==> config.mk <==
export PLATFORM = sky130hd
export DESIGN_NAME = pft_div
export DESIGN_NICKNAME = d
export VERILOG_FILES = /design/src/rtl/core/pft_pkg.sv /design/src/rtl/core/pft_div.sv
export SDC_FILE = /design/constraint.sdc
export NUM_CORES = 1
export LEC_CHECK = 0
export BUFFER_PORTS_ARGS = -buffer_cell sky130_fd_sc_hd__buf_2
export CAP_MARGIN = 20
export CORE_MARGIN = 8
export CORE_UTILIZATION = 51
export DETAILED_ROUTE_END_ITERATION = 10
export GPL_TIMING_DRIVEN = 0
export PLACE_DENSITY_LB_ADDON = 0.25
export SYNTH_ARGS = -nofsm -noshare
export SYNTH_HDL_FRONTEND = slang
export SYNTH_SLANG_ARGS = --single-unit
==> constraint.sdc <==
create_clock -name clk -period 4.5 [get_ports clk]
set_input_delay 0.9 -clock clk [delete_from_list [all_inputs] [get_ports clk]]
set_output_delay 0.9 -clock clk [all_outputs]
set_load 0.005 [all_outputs]
==> src/rtl/core/pft_pkg.sv <==
// Shared types and constants for the Pareto front table.
`timescale 1ns / 1ps
package pft_pkg;

  typedef struct packed {
    logic [31:0] efficiency_in;
    logic [31:0] memory_in;
    logic [31:0] time_in;
    logic [31:0] energy_in;
  } in_word_t;

  typedef struct packed {
    logic        accepted;
    logic [31:0] new_score;
    logic        new_is_dominated;
    logic [6:0]  stored_count;
    logic [5:0]  best_index;
    logic [31:0] best_score;
  } out_word_t;

  // One table entry as it sits in the entry memory.
  typedef struct packed {
    logic        dom;
    logic [31:0] score;
    logic [31:0] eff;
    logic [31:0] mem;
    logic [31:0] tim;
    logic [31:0] nrg;
  } entry_t;

  // Divider handshake toward the sequencer.
  typedef struct packed {
    logic        done;
    logic [31:0] quo;
  } div_res_t;

  localparam logic [7:0] REG_W_EFF  = 8'd0;
  localparam logic [7:0] REG_W_MEM  = 8'd1;
  localparam logic [7:0] REG_W_TIME = 8'd2;
  localparam logic [7:0] REG_W_NRG  = 8'd3;

  localparam logic [15:0] W_EFF_RST  = 16'd26214;
  localparam logic [15:0] W_MEM_RST  = 16'd13107;
  localparam logic [15:0] W_TIME_RST = 16'd19661;
  localparam logic [15:0] W_NRG_RST  = 16'd6554;

  localparam logic [1:0] TERM_EFF  = 2'd0;
  localparam logic [1:0] TERM_MEM  = 2'd1;
  localparam logic [1:0] TERM_TIME = 2'd2;
  localparam logic [1:0] TERM_NRG  = 2'd3;

  localparam logic [32:0] K_EFF_DIV = 33'd256000;
  localparam logic [32:0] K_MEM     = 33'd1000000;
  localparam logic [32:0] K_TIME    = 33'd256000;
  localparam logic [32:0] K_NRG     = 33'd256;

endpackage

==> src/rtl/core/pft_div.sv <==
// Restoring divider, one quotient bit per cycle, 32-bit quotient.
`timescale 1ns / 1ps
module pft_div import pft_pkg::*; (
  input  logic        clk,
  input  logic        rst,
  input  logic        start,
  input  logic [47:0] num,
  input  logic [32:0] den,
  output div_res_t    res
);

  logic [33:0] rem;
  logic [31:0] nsh;
  logic [31:0] quo;
  logic [5:0]  cnt;
  logic        busy;
  logic        done;
  logic [33:0] trial;
  logic        qbit;

  always_comb begin
    trial = {rem[32:0], nsh[31]};
    qbit  = (trial >= {1'b0, den});
  end

  always_ff @(posedge clk) begin
    if (rst) begin
      busy <= 1'b0;
      done <= 1'b0;
      cnt  <= '0;
    end else begin
      done <= 1'b0;
      if (start && !busy) begin
        rem  <= {18'd0, num[47:32]};
        nsh  <= num[31:0];
        cnt  <= 6'd32;
        busy <= 1'b1;
      end else if (busy) begin
        rem  <= qbit ? (trial - {1'b0, den}) : trial;
        nsh  <= {nsh[30:0], 1'b0};
        quo  <= {quo[30:0], qbit};
        cnt  <= cnt - 6'd1;
        if (cnt == 6'd1) begin
          busy <= 1'b0;
          done <= 1'b1;
        end
      end
    end
  end

  assign res.done = done;
  assign res.quo  = quo;

endmodule

==> results of run 1 <==
## power breakdown
part	switching, mW	leakage, nW	internal (mW)	total, mW
sequential	0.0451	0.987	1.20	1.24
combinational	0.569	2.11	0.451	1.02
clock	0.362	0.127	0.379	0.741
total	0.976	3.23	2.03	3.00
## flip-flops by register name (all words and copies together), names as in the netlist
register / flops
cnt: 6
nsh: 32
busy: 1
rem: 33
done: 1
quo: 32
## area by class of cell
class | count | area share
clock inverters | 5 | 0.005143
repair buffers | 118 | 0.08915
well taps | 147 | 0.02520
flip-flops and latches | 105 | 0.4211
plain buffers | 24 | 0.01783
inverters | 45 | 0.02349
clock buffers | 11 | 0.03189
multi-input cells | 445 | 0.3863
## cells in the mapped netlist (3+ instances only)
library cell	n	share of area
a211oi_1	3	0.0036
a21o_1	13	0.016
a21oi_1	46	0.037
a31oi_1	8	0.0081
and2_1	3	0.0030
and3_1	7	0.0071
buf_6	3	0.0055
clkbuf_1	16	0.0097
dfxtp_1	8	0.026
edfxtp_1	97	0.47
ha_1	35	0.071
inv_1	44	0.027
mux2i_1	21	0.034
nand2_1	120	0.073
nand3_1	11	0.0089
nand4_1	4	0.0040
nor2_1	42	0.025
nor2b_1	7	0.0071
nor3_1	15	0.012
nor4_1	5	0.0051
o211ai_1	4	0.0049
o21a_1	3	0.0036
o21ai_0	19	0.015
o21bai_1	4	0.0049
o22ai_1	4	0.0040
xnor2_1	22	0.031
xor2_1	9	0.013
## metrics by stage
step           TNS [ns]  setup WS (ns)
6_report              0         0.5074
3_5_place_dp          0         0.2176
5_1_grt               0         0.3500
4_1_cts               0         0.5547
3_3_place_gp     -73.62         -1.117
2_1_floorplan         0         0.1582
## cells by family (layout without fill, tap and decap cells)
kind of cell,after synthesis,after routing,share of synthesized area
flops,105,105,0.4970
compound gates,127,127,0.1336
buf+inv,69,203,0.04877
simple gates,228,228,0.1651
mux,23,23,0.03764
xor+xnor,31,31,0.04391
fa+ha+maj,36,36,0.07406
## worst paths after layout
kind	startpoint	endpoint	slack [ns]	depth (start not counted)
setup / recovery	den[0]	rem[26]	0.51	16
hold / removal	quo[6]	quo[7]	0.45	0
setup reg to reg	nsh[31]	rem[26]	0.68	16
hold reg to reg	quo[6]	quo[7]	0.45	0
## routing by layer
metal,part of all wire,GRT usage,up-vias
met2,0.48,0.3101,137
met1,0.44,0.2311,2313
li1,-,-,2462
met4,0.016,0.07431,2
met5,0.0011,0,-
met3,0.059,0.04346,18
## worst register-to-register path, delay by kind of cell, from the launching register on
kind / cells / cell delay [ns]
and+or+nand+nor: 3 / 0.76
AOI/OAI and AO/OA: 6 / 1.31
buffers and inverters: 5 / 0.52
DFF: 1 / 0.37
adders and majority gates: 2 / 0.58
## cell usage in the layout, fill, tap and decap left out, drive strengths merged, types with 3 or more instances in the layout
cell    netlist  layout
a211oi        3       3
a21o         14      14
a21oi        49      49
a31oi         8       8
and2          3       3
and3          7       7
buf           8     126
clkbuf       16      27
dfxtp         8       8
edfxtp       97      97
ha           35      35
inv          45      47
mux2i        21      21
nand2       120     120
nand3        11      11
nand4         4       4
nor2         42      42
nor2b         7       7
nor3         15      15
nor4          5       5
nor4b         3       3
o211ai        5       5
o21a          3       3
o21ai        20      20
o21bai        4       4
o22ai         4       4
xnor2        22      22
xor2          9       9
==> flow_summary.toml, run 1 <==
[drt]
drcViolationCount = 0
wl_per_cell_um = 16.40
vias = 4932
drt_iter0_drc = 317
ant_nets = 0
viasPerCell = 5.480
drt_wl_total_um = 14760
first_pass_iters = 5

[setup_path]
slowest_delay_ns = 0.42
crit_chain = "buf_2 > ha_1 > inv_1 > fa_1 > a21oi_2 > o211ai_2 > a31o_1 > a21bo_1 > a21o_4 > nor4b_4 > or2_1 > buf_6 > inv_4 > buf_6 > nand2_1 > o22ai_1"
cp_top_family = "compound AO/OA/AOI/OAI gates"
worstSetupPathType = "input pin to flip-flop"
critPathLaunchType = "input pin"
slowest_stage = "fa_1"
path_buf_inv = 5
cp.arrival_ns = 4.09
cp-end-kind = "flip-flop"
cpMostUsedCell = "buf_6"
crit_required_ns = 4.60
cp_max_fo = 10

[clocking]
clkTransAtPathRegs_ns = 0.07
cts.sinks = 105
clkLatencyLatePin_ns = 0.35
cts_tree = "built"
ctsHoldBuffers = 0
htree_levels = 3
cts_max_path_buffers = 2
cts-root-buf = "clkbuf_16"
cts_inserted_buffers = 9
ctsResizeCount = 0
postCtsSetupRepairBufs = 0

[synth]
ys_types = 65
synth_flop_cell = "edfxtp_1"
async_reset_ff_frac = 0
netlist_instances = 619
yosysSeqAreaShare = 0.4970
avgSynthCellArea_um2 = 9.989
ys_warn_count = 0
synth_edf_count = 97
synth_fp_nets = 739
ys_ff_latch = 105
synth_area_um2 = 6183

[timing]
worst_pin_slew_ns = 0.7859
hold_viol = 0
layout_min_cycle_time_ns = 3.993
drv_slew = 0
slew_headroom = 0.4737
max_freq_mhz = 250.5
fin_crit_sh = 0.8872
worst_hold_slack_ns = 0.4511
final-setup-viol-count = 0
rsz0062_at_grt = "no"
skew_ns = 0.006116

[floorplanning]
num_rows = 40
core_um2 = 11910
die_y_um = 126.1
num_io_pins = 117
die_x_um = 126.1
die-area_um2 = 15900
initial_core_util = 0.5191

[place]
gp_congestion = 0.8555
dpl.hpwl_um = 11200
port_buffers = 115
dp.cells = 884
dpl_cell_area_um2 = 7028

[global_route]
grt_max_degree = 31
grt_overflow = 0
antenna_found_initial = 1
grt_pass1_wl_um = 24200
grt_pass1_vias = 5118
grtUsageTotal = 0.1871

[final_layout]
area_growth_pct = 18.03
n_antenna_cell = 0
post-route-cell-area_um2 = 7298
post-route-util = 0.6127
seq_area_um2 = 3073
finalNetCount = 868
multi_input_area_um2 = 2819
drive_gt1_frac = 0.2045
fillers = 1026
fin_cells = 900

[outcome]
status = "finished, final reports clean"

[power_and_ir_drop]
total_leakage_power_nw = 3.227
p_total_mw = 3.004
ir_drop_mv = 0.2106
power.density_nw_per_um2 = 411.5

[flow_run]
max_cap_viol_count = 0

[hold_path]
min-delay-path-class = "flip-flop to flip-flop"
No activity file was read; power rests on OpenSTA's default activity.
==> inputs of run 2 (changes only) <==
--- a/config.mk
+++ b/config.mk
@@ -10,7 +10,6 @@
 export CORE_MARGIN = 8
 export CORE_UTILIZATION = 51
 export DETAILED_ROUTE_END_ITERATION = 10
-export GPL_TIMING_DRIVEN = 0
 export PLACE_DENSITY_LB_ADDON = 0.25
 export SYNTH_ARGS = -nofsm -noshare
 export SYNTH_HDL_FRONTEND = slang
==> flow_summary.toml, run 2 (synthesized netlist as in run 1, its figures left out) <==
[final_layout]
finalNetCount = 848
drive_gt1_frac = 0.2074
post-route-util = 0.6025
final_cell_mix = "nand2_1, buf_2, edfxtp_1, a21oi_1, inv_1"
layout_commonest_cell = "nand2_1"
area_growth_pct = 16.07
largestRegisters = "rem (33), nsh (32), quo (32)"
top_register = "rem"
n_antenna_cell = 0
fin_cells = 880
largest_reg_flops = 33
fillers = 1040

[drt]
first_pass_iters = 5
wl_per_cell_um = 16.33
vias = 4819
drcViolationCount = 0
ant_nets = 0
drt_wl_total_um = 14370
drt_iter0_drc = 345
viasPerCell = 5.476

[timing]
final-setup-viol-count = 0
setup-tns-final_ns = 0
fin_crit_sh = 0.8631
skew_ns = 0.009236
rsz0062_at_grt = "no"
slew_headroom = 0.3806
max_freq_mhz = 257.5
worst_pin_slew_ns = 0.9269
drv_slew = 0
hold_viol = 0
layout_min_cycle_time_ns = 3.884

[global_route]
grt_pass1_vias = 4838
grt_max_degree = 38
grtUsageTotal = 0.1787
grt_overflow = 0
antenna_found_initial = 2
grt_pass1_wl_um = 22940

[clocking]
cts_tree = "built"
clkLatencyLatePin_ns = 0.36
cts_max_path_buffers = 2
postCtsSetupRepairBufs = 0
htree_levels = 3
cts-root-buf = "clkbuf_16"
clkTransAtPathRegs_ns = 0.07
cts_inserted_buffers = 9
ctsHoldBuffers = 0
ctsResizeCount = 0
cts.sinks = 105

[floorplanning]
die-area_um2 = 15900
num_io_pins = 117
num_rows = 40
die_y_um = 126.1
core_um2 = 11910
initial_core_util = 0.5191
die_x_um = 126.1

[setup_path]
worstSetupPathType = "input pin to flip-flop"
cp-end-kind = "flip-flop"
cp.arrival_ns = 3.96
cp_max_fo = 31
critPathLaunchType = "input pin"
crit_required_ns = 4.57

[place]
gp_congestion = 0.8737
dp.cells = 864
port_buffers = 116
dpl.hpwl_um = 10770

[hold_path]
min-delay-path-class = "flip-flop to flip-flop"

[flow_run]
max_cap_viol_count = 0

[power_and_ir_drop]
total_leakage_power_nw = 3.188
power.density_nw_per_um2 = 420.1
ir_drop_mv = 0.3410

[outcome]
status = "finished, final reports clean"
==> run 2: cell count changes in the layout (fill, tap and decap cells not counted), sizes merged <==
cell      previous run  this run
buf                126       122
bufinv               0         1
clkbuf              27        10
clkinv               1         2
clkinvlp             2         1
==> run 2: final cells by class <==
cell class / count / area (µm²) / area share
sequential: 105 / 3073 / 0.4282
inverter: 45 / 171.4 / 0.02388
tap: 147 / 183.9 / 0.02563
clock buffer: 10 / 229.0 / 0.03190
multi-input combinational: 445 / 2829 / 0.3942
timing repair buffer: 122 / 625.6 / 0.08717
clock inverter: 6 / 65.06 / 0.009066
==> run 2: worst max-delay path, stage by stage <==
cell and delay [ns]:
buf_2 0.08, ha_1 0.15, inv_1 0.05, fa_1 0.41, a21oi_2 0.21, o211ai_2 0.12
a31o_1 0.28, a21bo_1 0.26, a21o_4 0.24, nor4b_4 0.33, or2_1 0.29, inv_4 0.23
nand2_1 0.22, o22ai_1 0.14
==> run 2: worst paths after layout <==
| path | startpoint | end | slack [ns] | cells after the start |
|---|---|---|---|---|
| max | den[0] | rem[17] | 0.62 | 14 |
| min | quo[27] | quo[28] | 0.45 | 0 |
| max reg2reg | nsh[31] | rem[17] | 0.80 | 14 |
| min reg2reg | quo[27] | quo[28] | 0.45 | 0 |
==> run 2: stage by stage <==
stage,total power [mW],cell area (µm²),hold WS (ns),worst slack (ns)
floorplan,2.026,6183,0.4438,0.1582
detailed placement,2.230,6883,0.4289,0.2817
global route,3.175,7177,0.4529,0.4204
CTS,3.031,7177,0.4466,0.6526
global placement,2.202,6883,0.4284,0.4391
finish,3.015,7177,0.4484,0.6159
==> run 2: metal layers <==
layer,vias up,share of wire,global-route usage
li1,2423,-,-
met1,2229,0.44,0.2125
met2,141,0.48,0.2988
met3,22,0.062,0.06160
met4,4,0.014,0.05379
met5,-,0.0015,0
==> run 2: power by group <==
part	internal, mW	switching, mW	leakage [nW]
Combinational	0.419	0.550	2.06
Clock	0.434	0.363	0.140
Sequential	1.20	0.0507	0.987
